### src/sv/qrs_pkg.sv
// Shared types and constants for the quadratic root solver
`timescale 1ns / 1ps
`default_nettype none
package qrs_pkg;

    // Coefficient width (signed Q8.8)
    localparam int CW = 16;
    // Root field width (signed Q16.16)
    localparam int OW = 32;
    // Discriminant width, signed; |B*B - 4AC| stays below 2^33
    localparam int DW = 34;
    // Square root radicand width and result width
    localparam int XW = 64;
    localparam int RW = 32;
    localparam int SQRT_STEPS = RW;
    // Square root partial remainder width
    localparam int MW = RW + 4;
    // Numerator width, signed
    localparam int NW = 34;
    // Dividend (2|N| + |A|) and quotient width
    localparam int QW = 35;
    localparam int DIV_STEPS = QW;
    // Divisor width (2|A| reaches 2^16)
    localparam int VW = CW + 1;
    // Number of divider lanes
    localparam int LANES = 2;

    typedef enum logic [1:0] {
        ST_OK    = 2'd0,
        ST_AZERO = 2'd1,
        ST_SAT   = 2'd2
    } status_t;

    // Side information carried next to the square root
    typedef struct packed {
        logic signed [CW-1:0] quad;
        logic signed [OW-1:0] neg_lin;
        logic                 cplx;
        logic                 zero;
    } sqrt_tag_t;

    // Side information carried next to the divider
    typedef struct packed {
        logic neg_x;
        logic neg_y;
        logic cplx;
        logic zero;
    } div_tag_t;

endpackage
`default_nettype wire

### src/sv/qrs_front.sv
// Discriminant front end: products, then discriminant and radicand
`timescale 1ns / 1ps
`default_nettype none
module qrs_front
    import qrs_pkg::*;
(
    input  wire logic                 clk,
    input  wire logic                 rst_n,
    input  wire logic                 en,
    input  wire logic                 vin,
    input  wire logic signed [CW-1:0] quad,
    input  wire logic signed [CW-1:0] lin,
    input  wire logic signed [CW-1:0] cnst,
    output logic                      vout,
    output logic [XW-1:0]             rad,
    output sqrt_tag_t                 tag
);

    logic                   v1_reg;
    logic signed [2*CW-1:0] bb_reg;
    logic signed [2*CW-1:0] ac_reg;
    logic signed [CW-1:0]   a1_reg;
    logic signed [CW-1:0]   b1_reg;

    logic signed [DW-1:0]   d_next;
    logic        [DW-1:0]   ud_next;
    logic                   v2_reg;
    logic [XW-1:0]          rad_reg;
    sqrt_tag_t              tag_reg;
    sqrt_tag_t              tag_next;

    // Stage 1 and stage 2 valid
    always_ff @(posedge clk or negedge rst_n)
    begin
        if (!rst_n)
        begin
            v1_reg <= 1'b0;
            v2_reg <= 1'b0;
        end
        else if (en)
        begin
            v1_reg <= vin;
            v2_reg <= v1_reg;
        end
    end

    // Stage 1: the two products
    always_ff @(posedge clk)
    begin
        if (en)
        begin
            bb_reg <= (2*CW)'(lin) * (2*CW)'(lin);
            ac_reg <= (2*CW)'(quad) * (2*CW)'(cnst);
            a1_reg <= quad;
            b1_reg <= lin;
        end
    end

    // Stage 2: discriminant, magnitude, radicand scaled by 2^30
    always_comb
    begin
        d_next  = DW'(bb_reg) - (DW'(ac_reg) <<< 2);
        ud_next = d_next[DW-1] ? DW'(-d_next) : DW'(d_next);
        tag_next.quad    = a1_reg;
        tag_next.neg_lin = -(OW'(b1_reg) <<< 15);
        tag_next.cplx    = d_next[DW-1];
        tag_next.zero    = (a1_reg == '0);
    end

    always_ff @(posedge clk)
    begin
        if (en)
        begin
            rad_reg <= XW'(ud_next) << 30;
            tag_reg <= tag_next;
        end
    end

    assign vout = v2_reg;
    assign rad  = rad_reg;
    assign tag  = tag_reg;

endmodule
`default_nettype wire

### config.mk
export PLATFORM = sky130hd
export DESIGN_NAME = qrs_front
export DESIGN_NICKNAME = d
export VERILOG_FILES = /design/src/sv/qrs_pkg.sv /design/src/sv/qrs_front.sv
export SDC_FILE = /design/constraint.sdc
export NUM_CORES = 2
export LEC_CHECK = 0
export BUFFER_PORTS_ARGS = -buffer_cell sky130_fd_sc_hd__buf_2
export CAP_MARGIN = 20
export CORE_UTILIZATION = 60
export DETAILED_ROUTE_END_ITERATION = 10
export GPL_TIMING_DRIVEN = 0
export PLACE_DENSITY = 0.87
export SYNTH_ARGS = -nofsm -noshare
export SYNTH_HDL_FRONTEND = slang
export SYNTH_SLANG_ARGS = --single-unit
### constraint.sdc
create_clock -name clk -period 4.45 [get_ports clk]
set_input_delay 0.445 -clock clk [delete_from_list [all_inputs] [get_ports clk]]
set_output_delay 0.445 -clock clk [all_outputs]
set_load 0.01 [all_outputs]
; After elaboration in Yosys (flattened, before gate mapping)
; Index checks and enable logic that the tools add are counted.
[op_classes]
add_sub_neg = 3
mul = 2
mux = 1
reduce_logical = 1
[ops]
columns = cell, n
row1 = 16-bit by 16-bit multiplier with 32-bit output, 2
row2 = 34-bit negator, 1
row3 = 32-bit by 34-bit subtractor with 34-bit output, 1
row4 = 33-bit 2-to-1 mux, 1
row5 = 31-bit negator with 32-bit output, 1
row6 = 16-bit zero test, 1
[word_totals]
reg_bits = 182
in_bits = 52
output_inout_bits = 115
wordCells = 19

; Longest topological paths before layout
[logic_depth]
depth_word = 3
ltp_mapped = 26
mapped_depth_nobuf = 25

; Least setup slack after synthesis
; Ideal clock, no wire load.
[synth_timing]
path_kind = in2reg
start = in quad[15]
end = reg ac_reg[27] (data pin)
setup_time_ns = 0.259
arrival_time_ns = 6.166
t_required_ns = 4.191
slack_ns = -1.975
path_stages = 20
path_buffers = 1
cell_sequence = clkbuf_1 nand2_1 inv_1 fa_1 fa_1 fa_1 fa_1 fa_1 inv_1 fa_1 inv_1 ha_1 and3_1 and3_1 and3_1 a221o_1 or2_2 a21o_1 a21oi_1 xnor2_1
[synth_via]
elab_chain_len = 1
[synth_rtl]
columns = element, line
row1 = start: declaration, qrs_front.sv:11  ; input wire logic signed [CW-1:0] quad,
row2 = 16-bit by 16-bit multiplier with 32-bit output, qrs_front.sv:53  ; ac_reg <= (2*CW)'(quad) * (2*CW)'(cnst);
row3 = end signal: assignment, qrs_front.sv:53
row4 = end: declaration, qrs_front.sv:21  ; logic signed [2*CW-1:0] ac_reg;
; No other way between the ends.
; A chain may end at the register's enable or synchronous reset.

; Worst setup path after layout
[layout_timing]
start = in cnst[6]
end = reg ac_reg[30] (data pin)
[layout_via]
elab_chain_len = 1
[layout_rtl]
columns = element, line
row1 = start: declaration, qrs_front.sv:13  ; input wire logic signed [CW-1:0] cnst,
row2 = 16-bit by 16-bit multiplier with 32-bit output, qrs_front.sv:53
; No other way between the ends.

==> metrics <==
Vias/cell=5.81; register clock-pin slew on the reported worst setup and hold paths=0.08 ns; die width=215 um; initial antenna violation count=5; FF-to-FF path depth=14; synthesized area=27300 um2; Die ar.=46400 um2; Starting Density=0.613; Final Hold Viols=0; number of global-route vias before repair=22800; FF+latch count, synth=164; pin count of the biggest net entering global routing=95; max-slew violations=0; most frequent cells after synthesis=inv_1, fa_1, nand2_1, ha_1, and2_1; Syn Inst Count=2793; Post-DP HPWL=53.6 mm; FF/Latch Area=4910 um2; WL final=78.3 mm; worst path arrival time=6.39 ns; max reg flops=35; hold endpoint=b1_reg[1]$_DFFE_PP_; Slew HR=0.173; drt pass-1 iters=6; Synth Flop Type=edfxtp_1; synthesized area per cell=9.79 um2; Final ANT Viol Nets=0; routed len/inst=20.6 um; Layout Nets=3949; Max Root-Sink Buffers=2; most numerous cell in the Yosys netlist=inv_1; Async S/R FF share, synth=0.0122; CP Max Fanout=6; Ports=167; post-route clock period utilization=1.38; CP max-delay cell=fa_1; min-delay src=lin[1]; crit-path cells=buf_12, buf_6, and2_4, fa_1, inv_2, fa_2, fa_2, fa_1, inv_2, fa_1, fa_2, ha_4, a21oi_4, o21ai_4, a31oi_4, o21a_1, a31oi_4, o211ai_1, buf_4, a31oi_4, a21o_1, a21oi_2, xnor2_1; status=finished, violations left; post-synthesis sequential area ratio=0.180; grt total ovfl=0; clock sink total=164; number of fill cells=2608; Placement Rows=77; critical path capture point type=flop; Num CTS Buffers=17; Worst R2R Start=bb_reg[2]$_DFFE_PP_; kind of critical path=in -> reg; measured slew at the worst slew-check pin=1.23 ns; unrepaired setup endpoints after global routing=yes; global-route wire length before repair=117 mm; Placer Congestion=0.982; area leader, netlist=fa_1; multi-input logic area=21000 um2; fin crit period=6.14 ns; Yosys warnings=0; Area contributors post-synth=fa_1, edfxtp_1, ha_1; CTS tree=built; worst min path class=in -> reg; CTS root buf=clkbuf_16; share of layout cells above drive strength 1=0.269; area delta synth->final=26.4%; CP max stage delay=0.69 ns; Cells on Worst Hold Path=1; Startpoint Class=primary input; Max H-tree Level=4; r2r setup slk=-0.09 ns; GRT Total Usage=0.327; DR vias=22100; max-cap violations=0; r2r endpoint=rad[60]$_DFFE_PP_; Port Buffers=121; Clk Latency, worst-skew pair=0.49 ns; Post-synth EDFFs=162; Starting DRT DRC Count=2232; FMAX=0.163 GHz; Die Span Y=215 um; final setup violating endpoints=47; failing checks=setup timing; Synth cell types=83; Setup WS post-layout=-1.69 ns; CP required=4.70 ns; top-area cell type share of the netlist area=0.363; DRC Markers=0; DP Worst Slack=-2.33 ns; total core area=44600 um2; worst clock skew=0.0149 ns
layout make-up:
type / instances / area share
Antenna cell: 1 / 0.0000724
Timing Repair Buffer: 344 / 0.0900
Buffer: 121 / 0.0467
Tap cell: 592 / 0.0214
Clock buffer: 17 / 0.0123
Inverter: 675 / 0.0742
Clock inverter: 15 / 0.00536
Multi-Input combinational cell: 1874 / 0.608
Sequential cell: 164 / 0.142
how the worst max path moves through the flow:
stage | from | to | slack [ns] | cells after the start
2_1_floorplan | cnst[2] | ac_reg[27]$_DFFE_PP_ | -1.38 | 20
3_3_place_gp | lin[3] | bb_reg[30]$_DFFE_PP_ | -2.20 | 23
3_5_place_dp | lin[3] | bb_reg[30]$_DFFE_PP_ | -2.33 | 23
4_1_cts | quad[15] | ac_reg[31]$_DFFE_PP_ | -1.33 | 22
5_1_grt | cnst[6] | ac_reg[30]$_DFFE_PP_ | -1.73 | 23
6_report | cnst[6] | ac_reg[30]$_DFFE_PP_ | -1.69 | 23
routing by layer:
metal / global-route usage / up-vias / part of all wire
met5: 0 / - / 0
met1: 0.416 / 11000 / 0.36
met3: 0.0578 / 388 / 0.095
li1: - / 9395 / -
met4: 0.143 / 0 / 0.053
met2: 0.551 / 1323 / 0.49
worst max-delay path: cells and delay by family:
family	cells	cell delay, ns
compound gates	9	1.31
xor+xnor	1	0.13
fa+ha+maj	7	3.78
buf+inv	5	0.54
simple gates	1	0.16
what timing repair did:
action / in CTS / in global routing
buffers inserted: 144 / 80
hold endpoints to repair: 2 / 0
hold buffers: 1 / 0
resized for setup: 402 / 175
setup endpoints to repair: 56 / 56
gates cloned: 2 / 2
pin swaps: 192 / 138
stage by stage:
step | std cells | util | area, um2 | setup TNS [ns] | hold slack (ns)
after CTS | 3727 | 0.749 | 33400 | -31.89 | 0.142
after global routing | 3802 | 0.775 | 34600 | -50.63 | 0.148
after detailed placement | 3551 | 0.670 | 29900 | -70.83 | 0.233
after global placement | 3550 | 0.669 | 29900 | -64.24 | 0.229
final | 3803 | 0.775 | 34600 | -46.49 | 0.148
after floorplan | 2837 | - | 28500 | -32.97 | 0.149
cell families after synthesis:
logic type	after synthesis	share of synthesized area
buffers and inverters	799	0.119
adders and majority gates	700	0.457
and+or+nand+nor	693	0.128
AOI/OAI and AO/OA	291	0.0703
DFF	164	0.180
xor gates and xnor gates	138	0.0442
muxes	7	0.00270
other	1	0.000137
layout by cell type (no fill, tap or decap), drive strengths merged, types with 8 or more instances in the layout:
cell and count:
inv 676, fa 496, buf 409, nand2 238, ha 204, and2 165, edfxtp 162, nor2 109
xnor2 100, a21oi 82, clkbuf 70, o21ai 60, conb 45, xor2 38, a21o 31, nand3 30
nor3 28, and3 21, nand2b 18, nor4 17, a31oi 16, o21bai 15, o21a 14, nor2b 13
a211oi 12, o211ai 10, or3 8, nand4 8, or2 8, o2111ai 8
Power is not shown: default switching activity piles up to over one toggle a cycle in this logic, so the estimate is an artifact.
